[config.mk]
export PLATFORM = sky130hd
export DESIGN_NAME = ordered_array_list_engine
export DESIGN_NICKNAME = d
export VERILOG_FILES = /design/src/design/oale_pkg.sv /design/src/design/oale_ram.sv /design/src/design/oale_dp.sv /design/src/design/oale_ctrl.sv /design/src/design/ordered_array_list_engine.sv
export SDC_FILE = /design/constraint.sdc
export NUM_CORES = 1
export LEC_CHECK = 0
export ABC_CLOCK_PERIOD_IN_PS = 6780
export BUFFER_PORTS_ARGS = -buffer_cell sky130_fd_sc_hd__clkbuf_2
export CORE_ASPECT_RATIO = 1.1
export CORE_UTILIZATION = 35
export CTS_CLUSTER_DIAMETER = 80
export DETAILED_ROUTE_END_ITERATION = 8
export PLACE_DENSITY = 0.5
export SLEW_MARGIN = 20
export SYNTH_ARGS = -nofsm -noshare
export SYNTH_HDL_FRONTEND = slang
export SYNTH_SLANG_ARGS = --single-unit
[constraint.sdc]
create_clock -name clk -period 6.78 [get_ports clk]
set_clock_uncertainty 0.15 [all_clocks]
set_input_delay 1.017 -clock clk [delete_from_list [all_inputs] [get_ports clk]]
set_output_delay 1.017 -clock clk [all_outputs]
set_load 0.03 [all_outputs]
[src/design/oale_pkg.sv]
`default_nettype none

package oale_pkg;

    localparam int CAPACITY = 32;
    localparam int IDX_W    = $clog2(CAPACITY);
    localparam int CNT_W    = 6;
    localparam int VAL_W    = 32;
    localparam int OP_W     = 2;
    localparam int LIMIT_W  = 6;
    localparam logic [LIMIT_W-1:0] LIMIT_RESET = LIMIT_W'(10);

    typedef enum logic [OP_W-1:0] {
        OP_INSERT = 2'd0,
        OP_DELETE = 2'd1,
        OP_GET    = 2'd2,
        OP_LOCATE = 2'd3
    } opcode_t;

    // What the datapath does with read data, which returns in the cycle after the read
    typedef enum logic [2:0] {
        RK_NONE,
        RK_UP,
        RK_DOWN,
        RK_CAP,
        RK_CMP
    } rd_kind_t;

    // Start value of the store pointer
    typedef enum logic [1:0] {
        PS_COUNT_M1,
        PS_POS_M1,
        PS_POS,
        PS_ZERO
    } ptr_src_t;

    typedef struct packed {
        logic     load_in;
        logic     ptr_load;
        ptr_src_t ptr_src;
        logic     ptr_inc;
        logic     ptr_dec;
        rd_kind_t rd_kind;
        logic     wr_item;
        logic     wr_zero;
        logic     cnt_inc;
        logic     cnt_dec;
        logic     set_ok;
        logic     load_out;
    } cmd_t;

    typedef struct packed {
        opcode_t opcode;
        logic    ins_ok;
        logic    pos_ok;
        logic    list_empty;
        logic    append;
        logic    del_last;
        logic    ptr_at_pos_m1;
        logic    ptr_at_count_m1;
        logic    out_free;
    } sts_t;

endpackage

`default_nettype wire

[src/design/oale_ram.sv]
`default_nettype none

module oale_ram #(
    parameter int WIDTH = 32,
    parameter int DEPTH = 32
) (
    input  wire logic                     clk,
    input  wire logic                     we,
    input  wire logic [$clog2(DEPTH)-1:0] waddr,
    input  wire logic [WIDTH-1:0]         wdata,
    input  wire logic [$clog2(DEPTH)-1:0] raddr,
    output logic      [WIDTH-1:0]         rdata
);

    logic [WIDTH-1:0] mem [DEPTH];

    always_ff @(posedge clk)
    begin
        if (we)
        begin
            mem[waddr] <= wdata;
        end
        rdata <= mem[raddr];
    end

endmodule

`default_nettype wire

[src/design/oale_dp.sv]
`default_nettype none

module oale_dp
    import oale_pkg::*;
(
    input  wire logic               clk,
    input  wire logic               rst_n,
    input  wire cmd_t               cmd,
    output sts_t                    sts,
    input  wire logic [LIMIT_W-1:0] limit,
    input  wire logic [OP_W-1:0]    in_opcode,
    input  wire logic [CNT_W-1:0]   in_position,
    input  wire logic [VAL_W-1:0]   in_value,
    output logic                    out_valid,
    input  wire logic               out_ready,
    output logic                    out_ok,
    output logic [VAL_W-1:0]        out_result,
    output logic [CNT_W-1:0]        out_found,
    output logic [CNT_W-1:0]        out_length
);

    opcode_t          op_reg;
    logic [CNT_W-1:0] pos_reg;
    logic [VAL_W-1:0] item_reg;
    logic [CNT_W-1:0] count_reg;
    logic [IDX_W-1:0] ptr_reg;
    rd_kind_t         pend_kind_reg;
    logic [IDX_W-1:0] pend_addr_reg;
    logic             ok_reg;
    logic [VAL_W-1:0] res_reg;
    logic [CNT_W-1:0] found_reg;

    logic             out_valid_reg;
    logic             out_ok_reg;
    logic [VAL_W-1:0] out_res_reg;
    logic [CNT_W-1:0] out_found_reg;
    logic [CNT_W-1:0] out_len_reg;

    logic [CNT_W-1:0] pos_m1;
    logic [CNT_W-1:0] count_m1;
    logic [CNT_W:0]   count_p1;
    logic [CNT_W-1:0] ptr_ext;
    logic             room;
    logic [IDX_W-1:0] ptr_next;

    logic             we;
    logic [IDX_W-1:0] waddr;
    logic [VAL_W-1:0] wdata;
    logic [VAL_W-1:0] rdata;
    logic             pend_wr;
    logic             out_free;

    assign pos_m1   = pos_reg - CNT_W'(1);
    assign count_m1 = count_reg - CNT_W'(1);
    assign count_p1 = {1'b0, count_reg} + (CNT_W+1)'(1);
    assign ptr_ext  = CNT_W'(ptr_reg);
    assign room     = (count_reg < limit) && (count_reg < CNT_W'(CAPACITY));
    assign out_free = !out_valid_reg || out_ready;

    always_comb
    begin
        sts.opcode          = op_reg;
        sts.ins_ok          = (pos_reg != '0) && ({1'b0, pos_reg} <= count_p1) && room;
        sts.pos_ok          = (pos_reg != '0) && (pos_reg <= count_reg);
        sts.list_empty      = (count_reg == '0);
        sts.append          = ({1'b0, pos_reg} == count_p1);
        sts.del_last        = (pos_reg == count_reg);
        sts.ptr_at_pos_m1   = (ptr_ext == pos_m1);
        sts.ptr_at_count_m1 = (ptr_ext == count_m1);
        sts.out_free        = out_free;
    end

    always_comb
    begin
        case (cmd.ptr_src)
            PS_COUNT_M1: ptr_next = count_m1[IDX_W-1:0];
            PS_POS_M1:   ptr_next = pos_m1[IDX_W-1:0];
            PS_POS:      ptr_next = pos_reg[IDX_W-1:0];
            PS_ZERO:     ptr_next = '0;
            default:     ptr_next = '0;
        endcase
    end

    // Shift writes land in the cycle after their read; the item and clear writes
    // never coincide with them.
    assign pend_wr = (pend_kind_reg == RK_UP) || (pend_kind_reg == RK_DOWN);

    always_comb
    begin
        we    = 1'b0;
        waddr = '0;
        wdata = '0;
        if (pend_kind_reg == RK_UP)
        begin
            we    = 1'b1;
            waddr = pend_addr_reg + IDX_W'(1);
            wdata = rdata;
        end
        else if (pend_kind_reg == RK_DOWN)
        begin
            we    = 1'b1;
            waddr = pend_addr_reg - IDX_W'(1);
            wdata = rdata;
        end
        else if (cmd.wr_item)
        begin
            we    = 1'b1;
            waddr = pos_m1[IDX_W-1:0];
            wdata = item_reg;
        end
        else if (cmd.wr_zero)
        begin
            we    = 1'b1;
            waddr = count_m1[IDX_W-1:0];
            wdata = '0;
        end
    end

    oale_ram #(
        .WIDTH (VAL_W),
        .DEPTH (CAPACITY)
    ) u_store (
        .clk   (clk),
        .we    (we),
        .waddr (waddr),
        .wdata (wdata),
        .raddr (ptr_reg),
        .rdata (rdata)
    );

    always_ff @(posedge clk or negedge rst_n)
    begin
        if (!rst_n)
        begin
            count_reg     <= '0;
            pend_kind_reg <= RK_NONE;
            out_valid_reg <= 1'b0;
        end
        else
        begin
            pend_kind_reg <= cmd.rd_kind;
            if (cmd.cnt_inc)
            begin
                count_reg <= count_reg + CNT_W'(1);
            end
            else if (cmd.cnt_dec)
            begin
                count_reg <= count_m1;
            end
            if (cmd.load_out)
            begin
                out_valid_reg <= 1'b1;
            end
            else if (out_ready)
            begin
                out_valid_reg <= 1'b0;
            end
        end
    end

    always_ff @(posedge clk)
    begin
        pend_addr_reg <= ptr_reg;
        if (cmd.ptr_load)
        begin
            ptr_reg <= ptr_next;
        end
        else if (cmd.ptr_inc)
        begin
            ptr_reg <= ptr_reg + IDX_W'(1);
        end
        else if (cmd.ptr_dec)
        begin
            ptr_reg <= ptr_reg - IDX_W'(1);
        end

        if (cmd.load_in)
        begin
            op_reg    <= opcode_t'(in_opcode);
            pos_reg   <= in_position;
            item_reg  <= in_value;
            ok_reg    <= 1'b0;
            res_reg   <= '0;
            found_reg <= '0;
        end
        else
        begin
            if (cmd.set_ok)
            begin
                ok_reg <= 1'b1;
            end
            if (pend_kind_reg == RK_CAP)
            begin
                res_reg <= rdata;
            end
            // keep the first match only
            if ((pend_kind_reg == RK_CMP) && (rdata == item_reg) && !ok_reg)
            begin
                ok_reg    <= 1'b1;
                found_reg <= CNT_W'(pend_addr_reg) + CNT_W'(1);
            end
        end

        if (cmd.load_out)
        begin
            out_ok_reg    <= ok_reg;
            out_res_reg   <= res_reg;
            out_found_reg <= found_reg;
            out_len_reg   <= count_reg;
        end
    end

    assign out_valid  = out_valid_reg;
    assign out_ok     = out_ok_reg;
    assign out_result = out_res_reg;
    assign out_found  = out_found_reg;
    assign out_length = out_len_reg;

    a_count_bound: assert property (@(posedge clk) disable iff (!rst_n)
        count_reg <= CNT_W'(CAPACITY))
        else $error("entry count above capacity");

    a_no_rw_clash: assert property (@(posedge clk) disable iff (!rst_n)
        (pend_wr && (cmd.rd_kind != RK_NONE)) |-> (waddr != ptr_reg))
        else $error("shift write hits the address being read");

    a_out_no_overrun: assert property (@(posedge clk) disable iff (!rst_n)
        cmd.load_out |-> out_free)
        else $error("result loaded over an untaken result");

    a_shift_no_item_clash: assert property (@(posedge clk) disable iff (!rst_n)
        pend_wr |-> !(cmd.wr_item || cmd.wr_zero))
        else $error("two writes to the store in one cycle");

endmodule

`default_nettype wire

[src/design/oale_ctrl.sv]
`default_nettype none

module oale_ctrl
    import oale_pkg::*;
(
    input  wire logic clk,
    input  wire logic rst_n,
    input  wire logic in_valid,
    output logic      in_ready,
    input  wire sts_t sts,
    output cmd_t      cmd
);

    typedef enum logic [3:0] {
        ST_IDLE,
        ST_DISPATCH,
        ST_SHIFT_UP,
        ST_INS_DRAIN,
        ST_INS_WRITE,
        ST_DEL_READ,
        ST_SHIFT_DOWN,
        ST_DEL_DRAIN,
        ST_DEL_CLEAR,
        ST_GET_READ,
        ST_GET_DRAIN,
        ST_SCAN,
        ST_SCAN_DRAIN,
        ST_DONE
    } state_t;

    state_t state_reg;
    state_t state_next;

    assign in_ready = (state_reg == ST_IDLE);

    always_comb
    begin
        cmd        = '0;
        cmd.ptr_src = PS_ZERO;
        cmd.rd_kind = RK_NONE;
        state_next = state_reg;
        case (state_reg)
            ST_IDLE:
            begin
                if (in_valid)
                begin
                    cmd.load_in = 1'b1;
                    state_next  = ST_DISPATCH;
                end
            end
            ST_DISPATCH:
            begin
                case (sts.opcode)
                    OP_INSERT:
                    begin
                        if (!sts.ins_ok)
                        begin
                            state_next = ST_DONE;
                        end
                        else if (sts.append)
                        begin
                            state_next = ST_INS_WRITE;
                        end
                        else
                        begin
                            cmd.ptr_load = 1'b1;
                            cmd.ptr_src  = PS_COUNT_M1;
                            state_next   = ST_SHIFT_UP;
                        end
                    end
                    OP_DELETE:
                    begin
                        if (!sts.pos_ok)
                        begin
                            state_next = ST_DONE;
                        end
                        else
                        begin
                            cmd.ptr_load = 1'b1;
                            cmd.ptr_src  = PS_POS_M1;
                            state_next   = ST_DEL_READ;
                        end
                    end
                    OP_GET:
                    begin
                        if (!sts.pos_ok)
                        begin
                            state_next = ST_DONE;
                        end
                        else
                        begin
                            cmd.ptr_load = 1'b1;
                            cmd.ptr_src  = PS_POS_M1;
                            state_next   = ST_GET_READ;
                        end
                    end
                    OP_LOCATE:
                    begin
                        if (sts.list_empty)
                        begin
                            state_next = ST_DONE;
                        end
                        else
                        begin
                            cmd.ptr_load = 1'b1;
                            cmd.ptr_src  = PS_ZERO;
                            state_next   = ST_SCAN;
                        end
                    end
                    default:
                    begin
                        state_next = ST_DONE;
                    end
                endcase
            end
            ST_SHIFT_UP:
            begin
                cmd.rd_kind = RK_UP;
                if (sts.ptr_at_pos_m1)
                begin
                    state_next = ST_INS_DRAIN;
                end
                else
                begin
                    cmd.ptr_dec = 1'b1;
                end
            end
            ST_INS_DRAIN:
            begin
                state_next = ST_INS_WRITE;
            end
            ST_INS_WRITE:
            begin
                cmd.wr_item = 1'b1;
                cmd.cnt_inc = 1'b1;
                cmd.set_ok  = 1'b1;
                state_next  = ST_DONE;
            end
            ST_DEL_READ:
            begin
                cmd.rd_kind = RK_CAP;
                if (sts.del_last)
                begin
                    state_next = ST_DEL_CLEAR;
                end
                else
                begin
                    cmd.ptr_load = 1'b1;
                    cmd.ptr_src  = PS_POS;
                    state_next   = ST_SHIFT_DOWN;
                end
            end
            ST_SHIFT_DOWN:
            begin
                cmd.rd_kind = RK_DOWN;
                if (sts.ptr_at_count_m1)
                begin
                    state_next = ST_DEL_DRAIN;
                end
                else
                begin
                    cmd.ptr_inc = 1'b1;
                end
            end
            ST_DEL_DRAIN:
            begin
                state_next = ST_DEL_CLEAR;
            end
            ST_DEL_CLEAR:
            begin
                cmd.wr_zero = 1'b1;
                cmd.cnt_dec = 1'b1;
                cmd.set_ok  = 1'b1;
                state_next  = ST_DONE;
            end
            ST_GET_READ:
            begin
                cmd.rd_kind = RK_CAP;
                cmd.set_ok  = 1'b1;
                state_next  = ST_GET_DRAIN;
            end
            ST_GET_DRAIN:
            begin
                state_next = ST_DONE;
            end
            ST_SCAN:
            begin
                cmd.rd_kind = RK_CMP;
                if (sts.ptr_at_count_m1)
                begin
                    state_next = ST_SCAN_DRAIN;
                end
                else
                begin
                    cmd.ptr_inc = 1'b1;
                end
            end
            ST_SCAN_DRAIN:
            begin
                state_next = ST_DONE;
            end
            ST_DONE:
            begin
                if (sts.out_free)
                begin
                    cmd.load_out = 1'b1;
                    state_next   = ST_IDLE;
                end
            end
            default:
            begin
                state_next = ST_IDLE;
            end
        endcase
    end

    always_ff @(posedge clk or negedge rst_n)
    begin
        if (!rst_n)
        begin
            state_reg <= ST_IDLE;
        end
        else
        begin
            state_reg <= state_next;
        end
    end

    a_inc_only_valid_insert: assert property (@(posedge clk) disable iff (!rst_n)
        cmd.cnt_inc |-> ((sts.opcode == OP_INSERT) && sts.ins_ok))
        else $error("count raised without a valid insert");

endmodule

`default_nettype wire

[src/design/ordered_array_list_engine.sv]
`default_nettype none

// Channel       | Dir | Handshake                   | Payload
// --------------+-----+-----------------------------+------------------------------------
// s_axis        | in  | s_axis_tvalid/s_axis_tready | tuser: opcode; tdata: position, value
// m_axis        | out | m_axis_tvalid/m_axis_tready | tuser: ok; tdata: result, found, length
// APB config    | in  | psel/penable/pwrite/pready  | capacity_limit at byte address 0
//
// One operation at a time. The store is a single RAM with one write and one
// registered read port, so insert, delete and locate walk the list one entry
// per cycle.
// Reset clears the entry count and the result valid flag; the store needs no
// clearing pass, since entries past the count are never read.
// A result waits in the output register while the next transfer is taken; the
// engine stalls at the end of that operation only if the result is still there.

module ordered_array_list_engine
    import oale_pkg::*;
(
    input  wire logic        clk,
    input  wire logic        rst_n,

    input  wire logic        s_axis_tvalid,
    output logic             s_axis_tready,
    input  wire logic [39:0] s_axis_tdata,  // [5:0] position, [37:6] item_value, [39:38] zero
    input  wire logic [1:0]  s_axis_tuser,  // [1:0] opcode

    output logic             m_axis_tvalid,
    input  wire logic        m_axis_tready,
    output logic [47:0]      m_axis_tdata,  // [31:0] result_value, [37:32] found_position,
                                            // [43:38] list_length, [47:44] zero
    output logic [0:0]       m_axis_tuser,  // [0] ok

    input  wire logic        psel,
    input  wire logic        penable,
    input  wire logic        pwrite,
    input  wire logic [2:0]  paddr,
    input  wire logic [31:0] pwdata,
    output logic [31:0]      prdata,
    output logic             pready
);

    localparam logic REG_CAPACITY_LIMIT = 1'b0;

    logic [LIMIT_W-1:0] limit_reg;
    logic               cfg_write;

    cmd_t               cmd;
    sts_t               sts;

    logic               out_ok;
    logic [VAL_W-1:0]   out_result;
    logic [CNT_W-1:0]   out_found;
    logic [CNT_W-1:0]   out_length;

    // Configuration: one register, written at the access phase of a transfer
    assign pready    = 1'b1;
    assign cfg_write = psel && penable && pwrite && pready;

    always_ff @(posedge clk or negedge rst_n)
    begin
        if (!rst_n)
        begin
            limit_reg <= LIMIT_RESET;
        end
        else if (cfg_write && (paddr[2] == REG_CAPACITY_LIMIT))
        begin
            limit_reg <= pwdata[LIMIT_W-1:0];
        end
    end

    assign prdata = (paddr[2] == REG_CAPACITY_LIMIT) ? 32'(limit_reg) : '0;

    oale_ctrl u_ctrl (
        .clk      (clk),
        .rst_n    (rst_n),
        .in_valid (s_axis_tvalid),
        .in_ready (s_axis_tready),
        .sts      (sts),
        .cmd      (cmd)
    );

    oale_dp u_dp (
        .clk         (clk),
        .rst_n       (rst_n),
        .cmd         (cmd),
        .sts         (sts),
        .limit       (limit_reg),
        .in_opcode   (s_axis_tuser),
        .in_position (s_axis_tdata[5:0]),
        .in_value    (s_axis_tdata[37:6]),
        .out_valid   (m_axis_tvalid),
        .out_ready   (m_axis_tready),
        .out_ok      (out_ok),
        .out_result  (out_result),
        .out_found   (out_found),
        .out_length  (out_length)
    );

    // Pack the result transfer, low field first
    assign m_axis_tdata = {4'b0000, out_length, out_found, out_result};
    assign m_axis_tuser = out_ok;

endmodule

`default_nettype wire

==> results.py, run 1 <==
metrics = {
    "finish": {
        "fin_nets": 2656,
        "post-route-util": 0.410,
        "fin_area_um2": 55200,
        "top_register": "u_dp.u_store.mem",
        "largest_reg_flops": 1024,
        "area_delta_synth_final_pct": 15.8,
        "fin_cells": 4440,
        "layout-drive-gt1-share": 0.298,
    },
    "synth": {
        "synth.most_common_cell": "edfxtp_1",
        "ys_types": 78,
        "synthFlopType": "edfxtp_1",
        "syn_avg_cell_area_um2": 20.3,
        "synth_enable_flop_cells": 1114,
        "ys_async_sr_fraction": 0.0165,
        "synthTopCellsByArea": "edfxtp_1 (70%), mux4_2 (15%), dfxtp_1 (3.2%), nand2_1 (1.2%), dfrtp_1 (0.95%)",
        "synth_top_area_share": 0.702,
        "syn_inst": 2347,
        "yosys-top-cells-count": "edfxtp_1 (1114), mux4_2 (320), nand2_1 (149), clkbuf_1 (86), dfxtp_1 (76)",
        "ys_ff_latch": 1210,
        "ys_seq_area_frac": 0.745,
        "yosys_warnings": 0,
        "syn_area_um2": 47600,
        "yosys.area.top_type": "edfxtp_1",
    },
    "power_and_ir_drop": {
        "power_density_nw_per_um2": 483,
        "sw_frac_of_total": 0.322,
        "p_seq_frac": 0.414,
        "ir_drop_mv": 0.300,
        "switchingPower_w": 0.00859,
        "p_clk_frac": 0.274,
        "combPwrFrac": 0.312,
        "internal-power_w": 0.0181,
        "p_leak_nw": 17.9,
    },
    "hold_path": {
        "hold_path.class": "in2async",
    },
    "critical_path": {
        "slowest_delay_ns": 1.02,
        "critPathKind": "reg2reg",
        "r2r_cells": 9,
        "crit_end": "u_dp.u_store.mem[29][24]",
        "cp-startpoint": "u_dp.count_reg[0]",
        "cp-start-kind": "register",
        "crit_chain": "inv_1 -> ha_1 -> nor3b_1 -> o21ai_1 -> a221oi_1 -> o21ai_1 -> nand2_1 -> nor2b_4 -> buf_4",
        "arrival_ns": 5.12,
        "worstPathMaxFanout": 19,
        "worst_setup_path_end_kind": "register",
        "r2r_setup_slack_ns": 1.92,
        "crit_top_cell": "o21ai_1",
        "regToRegEndpoint": "u_dp.u_store.mem[29][24]",
        "r2r_start": "u_dp.count_reg[0]",
        "slowest_stage": "nor2b_4",
        "crit_required_ns": 7.04,
    },
    "die": {
        "rows": 141,
        "fp.dieArea_um2": 138000,
        "initial_core_util": 0.354,
        "die_x_um": 354,
        "coreArea_um2": 135000,
        "io_pins": 168,
        "die_h_um": 389,
    },
    "sta": {
        "rsz0062_at_grt": "false",
        "layout_setup_ws_ns": 1.92,
        "tightest_slew_ns": 1.12,
        "tns_ns": 0,
        "post-route-period-util": 0.716,
        "report.final.slew_viol_count": 0,
        "clock.fmax_mhz": 206,
        "slew-limit-headroom": 0.254,
        "min_period_ns": 4.86,
        "finalHoldViolations": 0,
        "setup_violations": 0,
    },
    "clocking": {
        "cts_buffer_depth": 3,
        "clock_sinks": 1210,
        "tritoncts": "yes",
        "cts_made_buffers": 134,
        "htree_levels": 4,
        "post-cts-setup-buffers": 0,
        "ctsHoldBuffers": 0,
        "worstSkewPairLatency_ns": 0.76,
        "cts_resized": 0,
        "clk_pin_slew_ns": 0.05,
        "cts_root_buf": "clkbuf_16",
    },
    "routing": {
        "drt_iter0_drc": 1953,
        "routed_wl_mm": 122,
        "vias": 23600,
        "ant_nets": 0,
        "viasPerCell": 5.30,
        "drc": 0,
        "dr.pass1.iters": 5,
        "wl_per_cell_um": 27.5,
    },
    "placement": {
        "place_ws_ns": 1.94,
        "gp_routability_congestion": 0.828,
        "hpwl_mm": 72.3,
        "portBuffers": 106,
        "dp.cells": 4193,
        "placed_cell_area_um2": 50600,
    },
    "grt": {
        "grt_pass1_vias": 24600,
        "grt_antenna_before_repair": 8,
        "grt_overflow": 0,
        "grt_start_max_net_pins": 118,
        "grt_usage": 0.180,
        "grt_pass1_wl_mm": 176,
    },
    "job": {
        "cap_violations": 0,
    },
    "outcome": {
        "status": "finished, final reports clean",
    },
}
[logic make-up (layout without fill, tap and decap cells)]
logic type               count (synthesis)  after routing  share of synthesized area
multiplexers                           362            362                      0.161
adder cells (fa/ha/maj)                 30             30                    0.00804
other                                    2             33                   0.000158
flip-flops                            1210           1210                      0.745
XOR/XNOR                                63             63                     0.0119
AO/OA/AOI/OAI                          184            184                     0.0248
AND/OR/NAND/NOR                        313            313                     0.0311
buffers and inverters                  183            458                     0.0182
[worst min-delay path by stage]
stage                           from                     to  slack, ns
finish                         rst_n      u_dp.count_reg[4]       0.12
global route                   rst_n      u_dp.count_reg[2]       0.12
CTS                            rst_n      u_dp.count_reg[2]       0.08
detailed placement  u_dp.res_reg[18]    u_dp.out_result[18]       0.27
global placement     u_dp.res_reg[4]     u_dp.out_result[4]       0.27
floorplan            u_dp.ptr_reg[4]  u_dp.pend_addr_reg[4]       0.20
[cell type report]
cell class / count / area (um2)
fill: 11800 / 79400
sequential: 1210 / 35500
multi-input combinational: 983 / 11700
clock buffer: 182 / 3670
tap: 1787 / 2240
timing repair buffer: 184 / 1180
clock inverter: 63 / 796
inverter: 29 / 109
antenna: 2 / 5.00
[critical path, delay by kind of cell (launching register included)]
kind,cells,cell delay (ns)
AND/OR/NAND/NOR,3,1.73
adder cells (fa/ha/maj),1,0.43
buffers and inverters,2,0.67
AO/OA/AOI/OAI,3,0.86
flip-flops,1,0.62
[cells in the final DEF (no fill, tap or decap), types with 10 or more instances in the layout]
master / instances
conb_1: 31
clkbuf_16: 137
nor3_1: 12
xnor2_1: 34
dfrtp_1: 18
nor2b_1: 10
o21ai_1: 23
clkbuf_1: 38
xor2_1: 28
mux4_2: 320
nand3_1: 17
nor2_1: 30
clkinv_2: 11
and2_2: 12
o21ai_0: 14
buf_4: 73
a21oi_1: 52
nand2_1: 149
dfxtp_1: 76
bufinv_16: 13
ha_1: 29
clkinv_1: 24
clkbuf_2: 106
nor2_4: 16
inv_1: 26
mux2_2: 38
edfxtp_1: 1114
[power by group through the flow]
stage	logic (W)	registers, W	clock network, W
after detailed placement	0.00843	0.0112	0
after floorplan	0.00555	0.0110	0
final	0.00831	0.0110	0.00731
after CTS	0.00847	0.0110	0.00748
after global placement	0.00829	0.0111	0
after global routing	0.00897	0.0111	0.00775
[metrics by stage]
| step | total power, W | hold WS [ns] |
|---|---|---|
| floorplan | 0.0166 | 0.196 |
| global placement | 0.0194 | 0.267 |
| detailed placement | 0.0196 | 0.266 |
| CTS | 0.0270 | 0.0787 |
| global route | 0.0279 | 0.123 |
| finish | 0.0267 | 0.117 |
[layer usage]
metal / GRT usage / up-vias / wire length (um)
met1: 0.243 / 12700 / 52400
met2: 0.295 / 759 / 60300
met5: 0 / - / 24
met4: 0.0553 / 4 / 2890
met3: 0.0315 / 187 / 6620
li1: - / 9951 / -
No activity file was read; power rests on OpenSTA's default activity.
==> inputs of run 2 (changes only) <==
- ABC_CLOCK_PERIOD_IN_PS: 6780 -> 4800
- clock period: 6.78 -> 4.8 ns (I/O delays scaled with it)
==> run 2 against run 1 <==
Compared with the run above: critical path depth unchanged; maximum frequency increased by 16%; sequential power increased by 41%; routed wire length increased by 0.48%; core utilization increased by 0.50 points; via count decreased by 0.81%; largest cell class unchanged.
==> results.py, run 2 (synthesis results as in run 1) <==
metrics = {
    "outcome": {
        "status": "finished, final reports clean",
    },
    "clocking": {
        "clock_sinks": 1210,
        "cts_buffer_depth": 3,
        "post-cts-setup-buffers": 0,
        "cts_resized": 0,
        "clk_pin_slew_ns": 0.05,
        "htree_levels": 4,
        "worstSkewPairLatency_ns": 0.76,
        "cts_made_buffers": 137,
        "tritoncts": "yes",
        "cts_root_buf": "clkbuf_16",
    },
    "power_and_ir_drop": {
        "p_leak_nw": 18.2,
        "finalPower_w": 0.0378,
        "power_density_nw_per_um2": 676,
        "ir_drop_mv": 0.430,
    },
    "routing": {
        "routed_wl_mm": 123,
        "dr.pass1.iters": 5,
        "drt_iter0_drc": 1844,
        "vias": 23400,
        "wl_per_cell_um": 27.3,
        "viasPerCell": 5.19,
        "ant_nets": 0,
        "drc": 0,
    },
    "sta": {
        "tightest_slew_ns": 1.02,
        "post-route-period-util": 0.875,
        "min_period_ns": 4.20,
        "setup_violations": 0,
        "finalHoldViolations": 0,
        "slew-limit-headroom": 0.321,
        "clock.fmax_mhz": 238,
        "tns_ns": 0,
        "report.final.slew_viol_count": 0,
        "rsz0062_at_grt": "false",
    },
    "critical_path": {
        "cp-start-kind": "register",
        "r2r_start": "u_dp.count_reg[0]",
        "arrival_ns": 4.48,
        "crit_required_ns": 5.08,
        "critPathKind": "reg2reg",
        "worst_setup_path_end_kind": "register",
        "cp-startpoint": "u_dp.count_reg[0]",
        "worstPathMaxFanout": 25,
    },
    "grt": {
        "grt_pass1_vias": 24700,
        "grt_start_max_net_pins": 101,
        "grt_overflow": 0,
        "grt_pass1_wl_mm": 177,
        "grt_usage": 0.181,
        "grt_antenna_before_repair": 1,
    },
    "die": {
        "die_h_um": 389,
        "initial_core_util": 0.354,
        "die_x_um": 354,
        "fp.dieArea_um2": 138000,
        "rows": 141,
        "coreArea_um2": 135000,
        "io_pins": 168,
    },
    "job": {
        "cap_violations": 0,
    },
    "finish": {
        "mostFrequentLayoutCell": "edfxtp_1",
        "area_delta_synth_final_pct": 17.2,
        "largest_reg_flops": 1024,
        "top_register": "u_dp.u_store.mem",
        "fin_nets": 2722,
        "final_cell_mix": "edfxtp_1 (1114), mux4_2 (320), nand2_1 (149)",
        "layout-drive-gt1-share": 0.300,
    },
    "placement": {
        "gp_routability_congestion": 0.814,
        "hpwl_mm": 70.7,
        "portBuffers": 106,
    },
    "hold_path": {
        "hp-start": "pwdata[0]",
        "hold_path.class": "in2reg",
    },
}
## run 2: cell types whose count changed in the layout (fill, tap and decap cells not counted), moves of 4 or more
| cell | before | now |
|---|---|---|
| clkinvlp_4 | 1 | 5 |
| buf_4 | 73 | 62 |
| bufinv_16 | 13 | 3 |
| clkbuf_16 | 137 | 143 |
| clkinv_1 | 24 | 20 |
| buf_12 | 5 | 36 |
| o21ai_2 | 6 | 12 |
| clkinv_2 | 11 | 25 |
| dlygate4sd3_1 | 0 | 42 |
| o21ai_4 | 8 | 0 |
## run 2: worst paths after layout
check	depth (start not counted)	slack (ns)	end
max	9	0.60	u_dp.u_store.mem[0][23]
min	2	0.08	limit_reg[0]
max reg2reg	9	0.60	u_dp.u_store.mem[0][23]
min reg2reg	0	0.28	u_dp.out_result[3]
max in group asynchronous	2	3.72	limit_reg[2]
min in group asynchronous	2	0.36	u_dp.count_reg[1]
## run 2: area by class of cell
type,instances,area (um2)
clock inverters,58,382
flip-flops and latches,1210,35500
inverters,29,109
clock buffers,188,3840
diodes,1,2.50
repair buffers,247,2160
multi-input cells,983,11600
well taps,1787,2240
fillers,11800,78800
## run 2: repair_timing
action                                 4_1_cts  5_1_grt
hold buffers                                42        0
setup endpoints to repair                    0        0
endpoints found under the hold margin       59        0
## run 2: critical path, cell delays in order (launching register included)
cell	delay, ns
dfrtp_1	0.53
inv_1	0.22
ha_1	0.33
nor3b_4	0.45
xnor2_1	0.24
o221ai_1	0.18
a32oi_2	0.45
nand3b_1	0.50
nor2_4	0.48
buf_12	0.28
## run 2: stage by stage
stage	setup slack, ns	std cells	utilization	hold WS, ns	instance area (um2)
3_3_place_gp	0.751	4213	0.380	0.264	51200
5_1_grt	0.398	4503	0.415	0.0292	55900
4_1_cts	0.610	4501	0.415	0.00319	55800
6_report	0.601	4503	0.415	0.0761	55900
3_5_place_dp	0.638	4213	0.380	0.265	51200
2_1_floorplan	0.650	2376	-	0.196	47700
## run 2: metal layers
layer	GRT usage	wire length (um)	vias up
li1	-	-	10100
met5	0	0	-
met1	0.234	51500	12500
met2	0.310	62900	618
met4	0.0496	2620	0
met3	0.0341	5720	160
## run 2: report_power, final
group,internal (W),switching (W),total [W]
Sequential,0.0147,0.000851,0.0155
Combinational,0.00494,0.00743,0.0124
Clock,0.00575,0.00410,0.00985
